## config.mk

```make
export PLATFORM = sky130hd
export DESIGN_NAME = flow_to_color_wheel_core
export DESIGN_NICKNAME = d
export VERILOG_FILES = /design/src/rtl/core/fcw_pkg.sv /design/src/rtl/core/fcw_isqrt.sv /design/src/rtl/core/fcw_div.sv /design/src/rtl/core/fcw_cordic.sv /design/src/rtl/core/flow_to_color_wheel_core.sv
export SDC_FILE = /design/constraint.sdc
export NUM_CORES = 2
export LEC_CHECK = 0
export BUFFER_PORTS_ARGS = -buffer_cell sky130_fd_sc_hd__buf_2
export CORE_MARGIN = 10
export CORE_UTILIZATION = 60
export DETAILED_ROUTE_END_ITERATION = 8
export PLACE_DENSITY = 0.76
export SETUP_SLACK_MARGIN = 0.5
export SYNTH_ARGS = -nofsm -noshare
export SYNTH_HDL_FRONTEND = slang
export SYNTH_SLANG_ARGS = --single-unit
```

## constraint.sdc

```tcl
create_clock -name clk -period 21.9 [get_ports clk]
set_input_delay 4.38 -clock clk [delete_from_list [all_inputs] [get_ports clk]]
set_output_delay 4.38 -clock clk [all_outputs]
set_load 0.02 [all_outputs]
```

## src/rtl/core/fcw_pkg.sv

```systemverilog
// Shared types, constants and tables for the flow-to-color wheel core.
package fcw_pkg;

    localparam int FLOW_WIDTH_DEF   = 16;
    localparam int CORDIC_STEPS_DEF = 16;

    // Request codes
    localparam logic [1:0] REQ_MEASURE = 2'd0;
    localparam logic [1:0] REQ_COLOR   = 2'd1;
    localparam logic [1:0] REQ_FRAME   = 2'd2;
    localparam logic [1:0] REQ_UNUSED  = 2'd3;

    localparam logic [14:0] MAX_MOTION_RST = 15'd2560;
    localparam logic [15:0] RADIUS_RST     = 16'd256;
    localparam logic [15:0] RADIUS_SAT     = 16'hFFFF;

    // Full white level in Q8.16
    localparam logic [23:0] FULL = 24'hFF0000;

    // Wheel segment lengths
    localparam int RY_LEN = 15;
    localparam int YG_LEN = 6;
    localparam int GC_LEN = 4;
    localparam int CB_LEN = 11;
    localparam int BM_LEN = 13;
    localparam int MR_LEN = 6;
    localparam int WHEEL_LEN = RY_LEN + YG_LEN + GC_LEN + CB_LEN + BM_LEN + MR_LEN;
    localparam logic [5:0] WHEEL_LAST = 6'(WHEEL_LEN - 1);

    typedef logic [WHEEL_LEN-1:0][2:0][7:0] wheel_tab_t;

    // Wheel built at elaboration: [k][0]=red, [1]=green, [2]=blue
    function automatic wheel_tab_t build_wheel();
        wheel_tab_t t;
        int k;
        int i;
        int r;
        int g;
        int b;
        t = '0;
        for (k = 0; k < WHEEL_LEN; k++)
        begin
            if (k < RY_LEN)
            begin
                i = k; r = 255; g = 255 * i / RY_LEN; b = 0;
            end
            else if (k < RY_LEN + YG_LEN)
            begin
                i = k - RY_LEN; r = 255 - 255 * i / YG_LEN; g = 255; b = 0;
            end
            else if (k < RY_LEN + YG_LEN + GC_LEN)
            begin
                i = k - RY_LEN - YG_LEN; r = 0; g = 255; b = 255 * i / GC_LEN;
            end
            else if (k < RY_LEN + YG_LEN + GC_LEN + CB_LEN)
            begin
                i = k - RY_LEN - YG_LEN - GC_LEN; r = 0; g = 255 - 255 * i / CB_LEN; b = 255;
            end
            else if (k < WHEEL_LEN - MR_LEN)
            begin
                i = k - (WHEEL_LEN - MR_LEN - BM_LEN); r = 255 * i / BM_LEN; g = 0; b = 255;
            end
            else
            begin
                i = k - (WHEEL_LEN - MR_LEN); r = 255; g = 0; b = 255 - 255 * i / MR_LEN;
            end
            t[k][0] = 8'(r);
            t[k][1] = 8'(g);
            t[k][2] = 8'(b);
        end
        return t;
    endfunction

    localparam wheel_tab_t WHEEL_TAB = build_wheel();

    // atan(2^-i) in Q0.32 turns
    function automatic logic [31:0] atan_turn(input logic [4:0] i);
        logic [31:0] a;
        unique case (i)
            5'd0:  a = 32'h20000000;
            5'd1:  a = 32'h12E4051E;
            5'd2:  a = 32'h09FB385B;
            5'd3:  a = 32'h051111D4;
            5'd4:  a = 32'h028B0D43;
            5'd5:  a = 32'h0145D7E1;
            5'd6:  a = 32'h00A2F61E;
            5'd7:  a = 32'h00517C55;
            5'd8:  a = 32'h0028BE53;
            5'd9:  a = 32'h00145F2F;
            5'd10: a = 32'h000A2F98;
            5'd11: a = 32'h000517CC;
            5'd12: a = 32'h00028BE6;
            5'd13: a = 32'h000145F3;
            5'd14: a = 32'h0000A2FA;
            5'd15: a = 32'h0000517D;
            5'd16: a = 32'h000028BE;
            5'd17: a = 32'h0000145F;
            5'd18: a = 32'h00000A30;
            5'd19: a = 32'h00000518;
            5'd20: a = 32'h0000028C;
            5'd21: a = 32'h00000146;
            5'd22: a = 32'h000000A3;
            5'd23: a = 32'h00000051;
            default: a = 32'h0;
        endcase
        return a;
    endfunction

endpackage

```

## src/rtl/core/fcw_isqrt.sv

```systemverilog
// Iterative floor square root, two radicand bits per cycle.
module fcw_isqrt #(
    parameter int RW = 64
) (
    input  logic          clk,
    input  logic          rst_n,
    input  logic          start,
    input  logic [RW-1:0] radicand,
    output logic          done,
    output logic [RW/2-1:0] root
);
    localparam int HW = RW / 2;
    localparam int CW = $clog2(HW + 1);

    logic [RW-1:0] rad_reg;
    logic [HW:0]   rem_reg, rem_next;
    logic [HW-1:0] root_reg, root_next;
    logic [CW-1:0] cnt_reg;
    logic          run_reg, done_reg;

    logic [HW+2:0] rem_sh, trial;
    logic          ge;

    // One digit of the root
    always_comb
    begin
        rem_sh    = {rem_reg, rad_reg[RW-1:RW-2]};
        trial     = {1'b0, root_reg, 2'b01};
        ge        = (rem_sh >= trial);
        rem_next  = ge ? (HW+1)'(rem_sh - trial) : (HW+1)'(rem_sh);
        root_next = {root_reg[HW-2:0], ge};
    end

    // Sequencing
    always_ff @(posedge clk or negedge rst_n)
    begin
        if (!rst_n)
        begin
            run_reg  <= 1'b0;
            done_reg <= 1'b0;
            cnt_reg  <= '0;
        end
        else if (start)
        begin
            run_reg  <= 1'b1;
            done_reg <= 1'b0;
            cnt_reg  <= CW'(HW);
        end
        else if (run_reg)
        begin
            cnt_reg <= cnt_reg - 1'b1;
            if (cnt_reg == CW'(1))
            begin
                run_reg  <= 1'b0;
                done_reg <= 1'b1;
            end
        end
        else
        begin
            done_reg <= 1'b0;
        end
    end

    // Datapath
    always_ff @(posedge clk)
    begin
        if (start)
        begin
            rad_reg  <= radicand;
            rem_reg  <= '0;
            root_reg <= '0;
        end
        else if (run_reg)
        begin
            rad_reg  <= {rad_reg[RW-3:0], 2'b00};
            rem_reg  <= rem_next;
            root_reg <= root_next;
        end
    end

    assign done = done_reg;
    assign root = root_reg;
endmodule

```

## src/rtl/core/fcw_div.sv

```systemverilog
// Restoring divider, one quotient bit per cycle.
module fcw_div #(
    parameter int NW = 32,
    parameter int DW = 16
) (
    input  logic          clk,
    input  logic          rst_n,
    input  logic          start,
    input  logic [NW-1:0] dividend,
    input  logic [DW-1:0] divisor,
    output logic          done,
    output logic [NW-1:0] quotient
);
    localparam int CW = $clog2(NW + 1);

    logic [NW-1:0] num_reg, q_reg;
    logic [DW-1:0] dvs_reg, rem_reg, rem_next;
    logic [CW-1:0] cnt_reg;
    logic          run_reg, done_reg;
    logic [DW:0]   rem_sh;
    logic          ge;

    // One quotient bit
    always_comb
    begin
        rem_sh   = {rem_reg, num_reg[NW-1]};
        ge       = (rem_sh >= {1'b0, dvs_reg});
        rem_next = ge ? DW'(rem_sh - {1'b0, dvs_reg}) : DW'(rem_sh);
    end

    // Sequencing
    always_ff @(posedge clk or negedge rst_n)
    begin
        if (!rst_n)
        begin
            run_reg  <= 1'b0;
            done_reg <= 1'b0;
            cnt_reg  <= '0;
        end
        else if (start)
        begin
            run_reg  <= 1'b1;
            done_reg <= 1'b0;
            cnt_reg  <= CW'(NW);
        end
        else if (run_reg)
        begin
            cnt_reg <= cnt_reg - 1'b1;
            if (cnt_reg == CW'(1))
            begin
                run_reg  <= 1'b0;
                done_reg <= 1'b1;
            end
        end
        else
        begin
            done_reg <= 1'b0;
        end
    end

    // Datapath
    always_ff @(posedge clk)
    begin
        if (start)
        begin
            num_reg <= dividend;
            dvs_reg <= divisor;
            rem_reg <= '0;
            q_reg   <= '0;
        end
        else if (run_reg)
        begin
            num_reg <= {num_reg[NW-2:0], 1'b0};
            rem_reg <= rem_next;
            q_reg   <= {q_reg[NW-2:0], ge};
        end
    end

    assign done     = done_reg;
    assign quotient = q_reg;
endmodule

```

## src/rtl/core/fcw_cordic.sv

```systemverilog
// Vectoring CORDIC: direction of (x, y) in Q0.32 turns, one rotation per cycle.
module fcw_cordic #(
    parameter int FW    = 16,
    parameter int STEPS = 16
) (
    input  logic                 clk,
    input  logic                 rst_n,
    input  logic                 start,
    input  logic signed [FW-1:0] x,
    input  logic signed [FW-1:0] y,
    output logic                 done,
    output logic [31:0]          angle
);
    import fcw_pkg::*;

    localparam int CW = FW + 16;
    localparam int IW = $clog2(STEPS + 1);

    logic signed [CW-1:0] px_reg, py_reg;
    logic signed [CW-1:0] xe, ye, dx, dy;
    logic [31:0]          z_reg;
    logic [IW-1:0]        idx_reg;
    logic                 run_reg, done_reg;

    // Scaled start vector and per-step shifts (arithmetic shift floors)
    always_comb
    begin
        xe = CW'(x) <<< 14;
        ye = CW'(y) <<< 14;
        dx = py_reg >>> idx_reg;
        dy = px_reg >>> idx_reg;
    end

    // Sequencing
    always_ff @(posedge clk or negedge rst_n)
    begin
        if (!rst_n)
        begin
            run_reg  <= 1'b0;
            done_reg <= 1'b0;
            idx_reg  <= '0;
        end
        else if (start)
        begin
            idx_reg  <= '0;
            run_reg  <= (y != '0);
            done_reg <= (y == '0);
        end
        else if (run_reg)
        begin
            idx_reg <= idx_reg + 1'b1;
            if (idx_reg == IW'(STEPS - 1))
            begin
                run_reg  <= 1'b0;
                done_reg <= 1'b1;
            end
        end
        else
        begin
            done_reg <= 1'b0;
        end
    end

    // Rotation datapath
    always_ff @(posedge clk)
    begin
        if (start)
        begin
            if (y == '0)
            begin
                z_reg <= x[FW-1] ? 32'h80000000 : 32'h0;
            end
            else if (x[FW-1])
            begin
                px_reg <= -xe;
                py_reg <= -ye;
                z_reg  <= 32'h80000000;
            end
            else
            begin
                px_reg <= xe;
                py_reg <= ye;
                z_reg  <= 32'h0;
            end
        end
        else if (run_reg)
        begin
            if (!py_reg[CW-1])
            begin
                px_reg <= px_reg + dx;
                py_reg <= py_reg - dy;
                z_reg  <= z_reg + atan_turn(5'(idx_reg));
            end
            else
            begin
                px_reg <= px_reg - dx;
                py_reg <= py_reg + dy;
                z_reg  <= z_reg - atan_turn(5'(idx_reg));
            end
        end
    end

    assign done  = done_reg;
    assign angle = z_reg;
endmodule

```

## src/rtl/core/flow_to_color_wheel_core.sv

```systemverilog
// Top level of the flow-to-color wheel core: sequencer, range state and color mixing.
//
// Input channel (in_valid / in_stall): one request carries req_type, flow_x,
// flow_y and flow_valid. A start-frame request resets the running maximum
// radius to 1.0. A measure request squares the vector and takes a square
// root. A color request squares, compares against the motion range, takes a
// square root and a divide, both skipped outside the range, runs the CORDIC
// and multiplies and mixes three channels. A color request with an invalid
// vector goes straight to its result. One request is in work at a time and
// in_stall is high until it is done.
// Output channel (out_valid / out_stall): one red/green/blue result per color
// request, held in an output register. When the receiver stalls, the result
// waits there; a further color request finishes its work and then waits too.
// Configuration: cfg_wr_en writes max_motion (zero selects the auto range).
// Reset: max_motion = 10.0, running maximum = 1.0, no result pending.
module flow_to_color_wheel_core #(
    parameter int FLOW_WIDTH   = fcw_pkg::FLOW_WIDTH_DEF,
    parameter int CORDIC_STEPS = fcw_pkg::CORDIC_STEPS_DEF
) (
    input  logic                         clk,
    input  logic                         rst_n,
    input  logic                         in_valid,
    output logic                         in_stall,
    input  logic [1:0]                   req_type,
    input  logic signed [FLOW_WIDTH-1:0] flow_x,
    input  logic signed [FLOW_WIDTH-1:0] flow_y,
    input  logic                         flow_valid,
    output logic                         out_valid,
    input  logic                         out_stall,
    output logic [7:0]                   red,
    output logic [7:0]                   green,
    output logic [7:0]                   blue,
    input  logic                         cfg_wr_en,
    input  logic [14:0]                  cfg_wr_data
);
    import fcw_pkg::*;

    localparam int FW = FLOW_WIDTH;
    localparam int SW = 2 * FW;
    localparam int RW = SW + 32;
    localparam int HW = RW / 2;
    localparam int MW = (SW > 32) ? SW : 32;

    // Sequencer states
    localparam logic [3:0] ST_IDLE = 4'd0;
    localparam logic [3:0] ST_SQX  = 4'd1;
    localparam logic [3:0] ST_SQY  = 4'd2;
    localparam logic [3:0] ST_RR   = 4'd3;
    localparam logic [3:0] ST_CHK  = 4'd4;
    localparam logic [3:0] ST_SQRT = 4'd5;
    localparam logic [3:0] ST_DIVS = 4'd6;
    localparam logic [3:0] ST_DIV  = 4'd7;
    localparam logic [3:0] ST_CORS = 4'd8;
    localparam logic [3:0] ST_CORD = 4'd9;
    localparam logic [3:0] ST_MUL  = 4'd10;
    localparam logic [3:0] ST_CHA  = 4'd11;
    localparam logic [3:0] ST_CHB  = 4'd12;
    localparam logic [3:0] ST_CHC  = 4'd13;
    localparam logic [3:0] ST_DONE = 4'd14;

    logic [3:0]  state_reg;
    logic [14:0] max_motion_reg;
    logic [15:0] radius_reg;
    logic        out_valid_reg;
    logic [7:0]  out_reg [3];
    logic [7:0]  col_reg [3];

    logic [1:0]           req_reg;
    logic signed [FW-1:0] x_reg, y_reg;
    logic [SW-1:0]        sum_reg;
    logic [31:0]          rr_reg;
    logic                 inside_reg;
    logic [16:0]          s_reg;
    logic [37:0]          p_reg;
    logic [1:0]           ch_reg;
    logic [23:0]          cv_reg;
    logic [40:0]          prod_reg;

    logic          accept;
    logic [FW-1:0] ax, ay, asel;
    logic [SW-1:0] sq;
    logic [15:0]   range;
    logic          inside_w;
    logic [RW-1:0] radicand;
    logic          sqrt_start, sqrt_done;
    logic [HW-1:0] root;
    logic          div_start, div_done;
    logic [HW-1:0] quot;
    logic          cor_start, cor_done;
    logic [31:0]   angle;
    logic [5:0]    k0, k1;
    logic [15:0]   f;
    logic [7:0]    w0, w1;
    logic [24:0]   mix;
    logic [23:0]   fin;
    logic          out_load;

    assign accept   = in_valid && !in_stall;
    assign in_stall = (state_reg != ST_IDLE);

    // Magnitudes and the one squarer
    always_comb
    begin
        ax   = x_reg[FW-1] ? FW'(-x_reg) : FW'(x_reg);
        ay   = y_reg[FW-1] ? FW'(-y_reg) : FW'(y_reg);
        asel = (state_reg == ST_SQX) ? ax : ay;
        sq   = SW'(asel) * SW'(asel);
    end

    // Motion range and inside test
    always_comb
    begin
        range = (max_motion_reg != '0) ? {1'b0, max_motion_reg} : radius_reg;
        if (range == '0)
        begin
            range = 16'd1;
        end
        inside_w = (MW'(sum_reg) <= MW'(rr_reg));
        radicand = (req_reg == REQ_MEASURE) ? RW'(sum_reg) : {sum_reg, 32'h0};
    end

    // Unit start strobes
    assign sqrt_start = (state_reg == ST_CHK) && ((req_reg == REQ_MEASURE) || inside_w);
    assign div_start  = (state_reg == ST_DIVS);
    assign cor_start  = (state_reg == ST_CORS);

    fcw_isqrt #(.RW(RW)) u_isqrt (
        .clk      (clk),
        .rst_n    (rst_n),
        .start    (sqrt_start),
        .radicand (radicand),
        .done     (sqrt_done),
        .root     (root)
    );

    fcw_div #(.NW(HW), .DW(16)) u_div (
        .clk      (clk),
        .rst_n    (rst_n),
        .start    (div_start),
        .dividend (root),
        .divisor  (range),
        .done     (div_done),
        .quotient (quot)
    );

    fcw_cordic #(.FW(FW), .STEPS(CORDIC_STEPS)) u_cordic (
        .clk   (clk),
        .rst_n (rst_n),
        .start (cor_start),
        .x     (x_reg),
        .y     (y_reg),
        .done  (cor_done),
        .angle (angle)
    );

    // Wheel lookup and blend of the current channel
    always_comb
    begin
        k0  = p_reg[37:32];
        f   = p_reg[31:16];
        k1  = (k0 >= WHEEL_LAST) ? 6'd0 : k0 + 6'd1;
        w0  = WHEEL_TAB[k0][ch_reg];
        w1  = WHEEL_TAB[k1][ch_reg];
        mix = 25'(17'h10000 - {1'b0, f}) * 25'(w0) + 25'(f) * 25'(w1);
        fin = inside_reg ? FULL - prod_reg[39:16] : prod_reg[25:2];
    end

    assign out_load = (state_reg == ST_DONE) && (!out_valid_reg || !out_stall);

    // Sequencer, configuration and range state
    always_ff @(posedge clk or negedge rst_n)
    begin
        if (!rst_n)
        begin
            state_reg      <= ST_IDLE;
            max_motion_reg <= MAX_MOTION_RST;
            radius_reg     <= RADIUS_RST;
            out_valid_reg  <= 1'b0;
            ch_reg         <= '0;
        end
        else
        begin
            if (cfg_wr_en)
            begin
                max_motion_reg <= cfg_wr_data;
            end

            if (out_load)
            begin
                out_valid_reg <= 1'b1;
            end
            else if (!out_stall)
            begin
                out_valid_reg <= 1'b0;
            end

            unique case (state_reg)
                ST_IDLE:
                begin
                    ch_reg <= '0;
                    if (accept)
                    begin
                        priority if (req_type == REQ_FRAME)
                        begin
                            radius_reg <= RADIUS_RST;
                        end
                        else if (req_type == REQ_MEASURE && flow_valid)
                        begin
                            state_reg <= ST_SQX;
                        end
                        else if (req_type == REQ_COLOR)
                        begin
                            state_reg <= flow_valid ? ST_SQX : ST_DONE;
                        end
                    end
                end
                ST_SQX:  state_reg <= ST_SQY;
                ST_SQY:  state_reg <= ST_RR;
                ST_RR:   state_reg <= ST_CHK;
                ST_CHK:
                begin
                    state_reg <= sqrt_start ? ST_SQRT : ST_CORS;
                end
                ST_SQRT:
                begin
                    if (sqrt_done)
                    begin
                        if (req_reg == REQ_MEASURE)
                        begin
                            if (root[HW-1:16] != '0)
                            begin
                                radius_reg <= RADIUS_SAT;
                            end
                            else if (root[15:0] > radius_reg)
                            begin
                                radius_reg <= root[15:0];
                            end
                            state_reg <= ST_IDLE;
                        end
                        else
                        begin
                            state_reg <= ST_DIVS;
                        end
                    end
                end
                ST_DIVS: state_reg <= ST_DIV;
                ST_DIV:
                begin
                    if (div_done)
                    begin
                        state_reg <= ST_CORS;
                    end
                end
                ST_CORS: state_reg <= ST_CORD;
                ST_CORD:
                begin
                    if (cor_done)
                    begin
                        state_reg <= ST_MUL;
                    end
                end
                ST_MUL:  state_reg <= ST_CHA;
                ST_CHA:  state_reg <= ST_CHB;
                ST_CHB:  state_reg <= ST_CHC;
                ST_CHC:
                begin
                    if (ch_reg == 2'd2)
                    begin
                        state_reg <= ST_DONE;
                    end
                    else
                    begin
                        ch_reg    <= ch_reg + 2'd1;
                        state_reg <= ST_CHA;
                    end
                end
                ST_DONE:
                begin
                    if (out_load)
                    begin
                        state_reg <= ST_IDLE;
                    end
                end
                default: state_reg <= ST_IDLE;
            endcase
        end
    end

    // Request datapath
    always_ff @(posedge clk)
    begin
        if (accept)
        begin
            req_reg    <= req_type;
            x_reg      <= flow_x;
            y_reg      <= flow_y;
            col_reg[0] <= 8'h0;
            col_reg[1] <= 8'h0;
            col_reg[2] <= 8'h0;
        end
        if (state_reg == ST_SQX)
        begin
            sum_reg <= sq;
        end
        if (state_reg == ST_SQY)
        begin
            sum_reg <= sum_reg + sq;
        end
        if (state_reg == ST_RR)
        begin
            rr_reg <= 32'(range) * 32'(range);
        end
        if (state_reg == ST_CHK)
        begin
            inside_reg <= inside_w;
            s_reg      <= '0;
        end
        if (div_done && state_reg == ST_DIV)
        begin
            s_reg <= quot[16:0];
        end
        if (state_reg == ST_MUL)
        begin
            p_reg <= 38'(angle) * 38'd54;
        end
        if (state_reg == ST_CHA)
        begin
            cv_reg <= mix[23:0];
        end
        if (state_reg == ST_CHB)
        begin
            prod_reg <= inside_reg ? 41'(s_reg) * 41'(FULL - cv_reg)
                                   : 41'(cv_reg) * 41'd3;
        end
        if (state_reg == ST_CHC)
        begin
            col_reg[ch_reg] <= fin[23:16];
        end
        if (out_load)
        begin
            out_reg[0] <= col_reg[0];
            out_reg[1] <= col_reg[1];
            out_reg[2] <= col_reg[2];
        end
    end

    assign out_valid = out_valid_reg;
    assign red       = out_reg[0];
    assign green     = out_reg[1];
    assign blue      = out_reg[2];
endmodule

```

# [After elaboration in Yosys (flattened, before gate mapping)]
# Memories as Yosys holds them, arrays and structs flattened. A register that Yosys moved wholly into a read port is not among the register bits.
# Index checks and enable logic that the tools add are counted.
[word_totals] ff_bits=584 wordCells=250 inputBits=55 mem_count=6 out_inout_bits=26 romBits=4992 ramBits=48
[classes] n_eq_ne=36 magnitude_cmp=8 multipliers=7 n_shift=2 n_addsub=22 n_reduce_logical=31 mux=103
[mem_list] name="(no name shown)" depth=64 width=24 read_ports=1 rd_ports_with_merged_regs=0 write_ports=0 line_no="flow_to_color_wheel_core.sv:163" source="w1 = WHEEL_TAB[k1][ch_reg];"
[mem_list] name="(no name shown)" depth=64 width=24 read_ports=1 rd_ports_with_merged_regs=1 write_ports=0 line_no="flow_to_color_wheel_core.sv:162" source="w0 = WHEEL_TAB[k0][ch_reg];"
[mem_list] name="(no name shown)" depth=32 width=30 read_ports=1 rd_ports_with_merged_regs=0 write_ports=0 line_no="fcw_pkg.sv:79" source="unique case (i)"
[mem_list] name="(no name shown)" depth=32 width=30 read_ports=1 rd_ports_with_merged_regs=0 write_ports=0 line_no="fcw_pkg.sv:79"
[mem_list] name="col_reg" depth=3 width=8 read_ports=3 rd_ports_with_merged_regs=0 write_ports=3 line_no="flow_to_color_wheel_core.sv:66" source="logic [7:0] col_reg [3];"
[mem_list] name="out_reg" depth=3 width=8 read_ports=3 rd_ports_with_merged_regs=0 write_ports=3 line_no="flow_to_color_wheel_core.sv:65" source="logic [7:0] out_reg [3];"
[ops] op="$mux W32" count=24
[ops] op="$mux W16" count=12
[ops] op="$mux W64" count=3
[ops] op="$add A32 B32 Y32" count=4
[ops] op="$sub A32 B32 Y32" count=3
[ops] op="$mux W24" count=3
[ops] op="$mul A16 B16 Y32" count=2
[ops] op="$neg A30 Y32" count=2
[ops] op="$sshr A32 B5 Y32" count=2
[ops] op="$pmux W4 S15" count=1
[ops] op="$mul A18 B25 Y40" count=1
[ops] op="$mux W4" count=10
[ops] op="$mul A32 B5 Y37 const B" count=1
[ops] op="$mux W6" count=6
[ops] op="$ge A35 B34 Y1" count=1
[ops] op="$mux W17" count=2
[ops] op="$mux W33" count=1
[ops] op="$sub A33 B33 Y33" count=1
[ops] op="$bmux W8 S2" count=2
[ops] op="$le A32 B32 Y1" count=1
[ops] op="$logic_not A16 Y1" count=2
[ops] op="$neg A16 Y16" count=2
[ops] op="$pmux W16 S2" count=1
[ops] op="$reduce_bool A16 Y1" count=2
[ops] op="47 further kinds" count=120

# [Depth between registers and ports, before layout]
[logic_depth] depth_word=8 depth_mapped=44 depth_no_buf=43

# [Hierarchy]
# From an unflattened synthesis, not the netlist that was laid out.
[hier_totals] hier_cells=9216 hier_area_um2=85388.1
[by_module_without_submodules] module="flow_to_color_wheel_core" area_each_um2=56865.8 seq_area_each_um2=8371.8 cells_each=6191 instances=1
[by_module_without_submodules] module="fcw_cordic" area_each_um2=16223.1 seq_area_each_um2=3057.9 cells_each=1877 instances=1
[by_module_without_submodules] module="fcw_isqrt" area_each_um2=7344.5 seq_area_each_um2=3423.3 cells_each=700 instances=1
[by_module_without_submodules] module="fcw_div" area_each_um2=4954.8 seq_area_each_um2=2602.5 cells_each=448 instances=1

# [Least setup slack after synthesis]
# No wires, ideal clock.
[synth_path] path_kind="flip-flop to flip-flop" start="reg y_reg[2]" end="reg sum_reg[31], data pin" required_ps=21638 arrival_time_ps=9729 path_buffers=1 setup_time_ps=262 stages_incl_launch_ff=40 slack_ps=11909 synth_period_minus_slack_ps=9991 path_cell_list="edfxtp_1 -> or3_1 -> or3_1 -> or3_1 -> or3_1 -> or3_1 -> or3_1 -> nor3_1 -> ha_1 -> mux2i_1 -> clkbuf_1 -> nor2_1 -> inv_1 -> fa_1 -> inv_1 -> fa_1 -> fa_1 -> fa_1 -> (+4 left out) -> ha_1 -> a21o_1 -> a21o_1 -> a21oi_1 -> nor2_1 -> a311o_1 -> a21oi_1 -> xnor2_1 -> ha_1 -> a21o_1 -> nor2_1 -> o211ai_1 -> o21ai_0 -> o211ai_1 -> a41oi_1 -> xnor2_1 -> nand2_1 -> xnor2_1"
[synth_between] elab_chain_cells=6 word_cells_on_any_way=7 classes_between="add/sub (2); mul (1); mux (4)"
[synth_rtl] item="from (decl)" line_no="flow_to_color_wheel_core.sv:69" source="logic signed [FW-1:0] x_reg, y_reg;"
[synth_rtl] item="from (signal assigned)" line_no="flow_to_color_wheel_core.sv:296" source="y_reg <= flow_y;"
[synth_rtl] item="$neg A16 Y16" line_no="flow_to_color_wheel_core.sv:105" source="ay = y_reg[FW-1] ? FW'(-y_reg) : FW'(y_reg);"
[synth_rtl] item="$mux W16 *" line_no="flow_to_color_wheel_core.sv:105"
[synth_rtl] item="$mux W16 *" line_no="flow_to_color_wheel_core.sv:106" source="asel = (state_reg == ST_SQX) ? ax : ay;"
[synth_rtl] item="$mul A16 B16 Y32 *" line_no="flow_to_color_wheel_core.sv:107" source="sq = SW'(asel) * SW'(asel);"
[synth_rtl] item="$add A32 B32 Y32 or $mux W32 (tied branches)" line_no="flow_to_color_wheel_core.sv:307, flow_to_color_wheel_core.sv:301"
[synth_rtl] item="$mux W32 *" line_no="flow_to_color_wheel_core.sv:305" source="if (state_reg == ST_SQY)"
[synth_rtl] item="to (signal assigned)" line_no="flow_to_color_wheel_core.sv:303" source="sum_reg <= sq;"
[synth_rtl] item="to (signal assigned)" line_no="flow_to_color_wheel_core.sv:307" source="sum_reg <= sum_reg + sq;"
[synth_rtl] item="to (decl)" line_no="flow_to_color_wheel_core.sv:70" source="logic [SW-1:0] sum_reg;"
# Mark *: on every way between the ends. The rest lies on a longest branch, timed or not. The select of a mux whose other input is x is not followed.
# A chain may end at the register's enable or synchronous reset.

# [Worst setup path after layout]
[layout_path] start="reg y_reg[0]" end="reg sum_reg[31], data pin"
# The elaborated chain is that of the path after synthesis.

==> flow_summary.toml <==
[run_status]
outcome = "complete, no violations"

[timing]
rsz0062_at_grt = "false"
period_share_pct = 49.83
tns_ns = 0
period_needed_ns = 10.91
worst_slew_pin_slew_ns = 1.388
setup_ws_ns = 10.99
fmax_ghz = 0.09163
slew_viol_final = 0
fin_skew_ns = 0.02897
relSlewSlack_pct = 7.498
setup_viol = 0
hold_viol_final = 0

[worst_setup_path]
crit_path_start_kind = "flop"
critPathMaxFanout = 12
cp.arrival_ns = 11.33
critPathKind = "flop to flop"
required_ns = 22.31
end_kind = "flop"
critPathSlowestCell = "fa_1"
path_common_cell = "or3_1"
slowest_delay_ns = 0.55

[detailed_routing]
ant_nets = 0
post_drt_via_cell_ratio = 5.906
firstDrtPassIters = 6
drc = 0
avgRoutedWirePerCell_um = 19.19
num_vias = 63576
drt_wl_total_um = 206600
drtIter0Drc = 5224

[grt]
groute.layer.met3.usage_pct = 5.254
grt_usage_pct = 27.27
overflow = 0
grt_pass1_wl_um = 340300
met1_usage_pct = 35.61
grt_max_degree = 91
grt_util_met2_pct = 45.45
grt_pass1_vias = 66088
grt_busiest_layer = "met2"
antenna_found_initial = 9

[final_layout]
fin_util_pct = 64.08
multiInputGateArea_um2 = 58250
layout_common_cells = "inv_1 (1525), nand2_1 (1010), fa_1 (994), ha_1 (750), nor2_1 (668)"
layout_commonest_cell = "inv_1"
n_antenna_cell = 0
seqCellArea_um2 = 17170
drive_gt1_share_pct = 6.100
nets = 10722
area_growth_pct = 5.758
fill_cells = 10925
largest_register_ffs = 64
finalNonFillerCells = 10765

[run]
maxCapViolCount = 0

[die]
io_pins = 81
die_area_um2 = 152500
fp.dieH_um = 390.6
core_area_um2 = 136000
die_w_um = 390.6
start_util_pct = 60.59
rows = 135

[synthesis]
synth-async-reset-ratio_pct = 9.823
netlist.area_leader.share_pct = 24.15
synth_cell_types = 90
synth_area_leaders = "fa_1 (24%), edfxtp_1 (16%), ha_1 (11%)"
synth-edff-count = 441
ys_seq_elements = 621
yosysWarningCount = 0
ys_dominant_reg_cell = "edfxtp_1"
yosysTopAreaCell = "fa_1"
synth_area_per_cell_um2 = 9.158
synthesis.nets = 10795
synthCells = 8996
synth-seq-area-share_pct = 20.82
syn_area_um2 = 82390

[clock_tree]
cts_max_level = 3
postCtsResizedCells = 0
numCtsBuffers = 75
root_buffer = "clkbuf_16"
insertion_delay_ns = 0.68
clock_sinks = 621
clkTransAtPathRegs_ns = 0.06
cts_setup_buffers = 0
cts_tree = "built"
hold_buffers = 0
cts.path.max_buffers = 3

[placed_design]
post-dp-hpwl_um = 160100
port_buffers = 80
place_inst = 10627
gp_congestion = 0.9502
place_ws_ns = 11.07

[hold_path]
min_path_type = "flop to flop"
## synthesized netlist by cell type, types with 66 or more instances
cell	instances
a21o_1	156
a21oi_1	406
and2_1	317
clkbuf_1	280
dfxtp_1	119
edfxtp_1	441
fa_1	994
ha_1	750
inv_1	1527
mux2i_1	130
mux4_2	91
nand2_1	1014
nand3_1	114
nor2_1	670
nor3_1	130
o21a_1	66
o21ai_0	340
xnor2_1	270
xor2_1	179
## path summary, 6_finish.rpt
| check | to | slack (ns) | cells after the start | from |
|---|---|---|---|---|
| worst max-delay path | sum_reg[31] | 10.99 | 40 | y_reg[0] |
| worst min-delay path | out_reg[0][0] | 0.42 | 0 | col_reg[0][0] |
| worst max register to register | sum_reg[31] | 10.99 | 40 | y_reg[0] |
| worst min register to register | out_reg[0][0] | 0.42 | 0 | col_reg[0][0] |
| max in group asynchronous | u_cordic.idx_reg[0] | 17.29 | 2 | rst_n |
| min in group asynchronous | max_motion_reg[10] | 3.89 | 2 | rst_n |
## cells by family after synthesis
logic type	after synthesis	share of synthesized area [%]
flip-flops	621	20.82
multiplexers	271	4.751
buffers and inverters	1878	8.632
AO/OA/AOI/OAI	1435	11.02
adder cells (fa/ha/maj)	1744	35.54
AND/OR/NAND/NOR	2598	14.46
XOR/XNOR	449	4.773
## per-stage QoR
step | cell area (um2) | hold WS [ns]
floorplan | 82390 | 0.4003
global placement | 84620 | 0.4051
detailed placement | 84620 | 0.4065
CTS | 87130 | 0.4210
global route | 87130 | 0.4248
finish | 87130 | 0.4197
## layer usage
layer / wire [um] / share of wire (%) / vias up
li1: - / - / 29336
met1: 84720 / 41 / 31256
met4: 6970 / 3.4 / 12
met5: 77 / 0.037 / -
met2: 98320 / 48 / 2473
met3: 16520 / 8.0 / 499
## worst max-delay path, delay by kind of cell (launching register included)
kind,cells,cell delay [ns]
buffers and inverters,5,0.44
muxes,1,0.08
DFF,1,0.43
and+or+nand+nor,12,3.22
xor gates and xnor gates,4,0.59
adders and majority gates,9,3.87
AOI/OAI and AO/OA,9,2.04
## layout make-up
type | count | share of cell area [%]
Clock buffer | 84 | 2.266
Clock inverter | 54 | 0.6146
Inverter | 1546 | 6.660
Multi-Input combinational cell | 6497 | 66.86
Sequential cell | 621 | 19.70
Tap cell | 1781 | 2.558
Timing Repair Buffer | 182 | 1.338
Power is not shown: default switching activity piles up to over one toggle a cycle in this logic, so the estimate is an artifact.
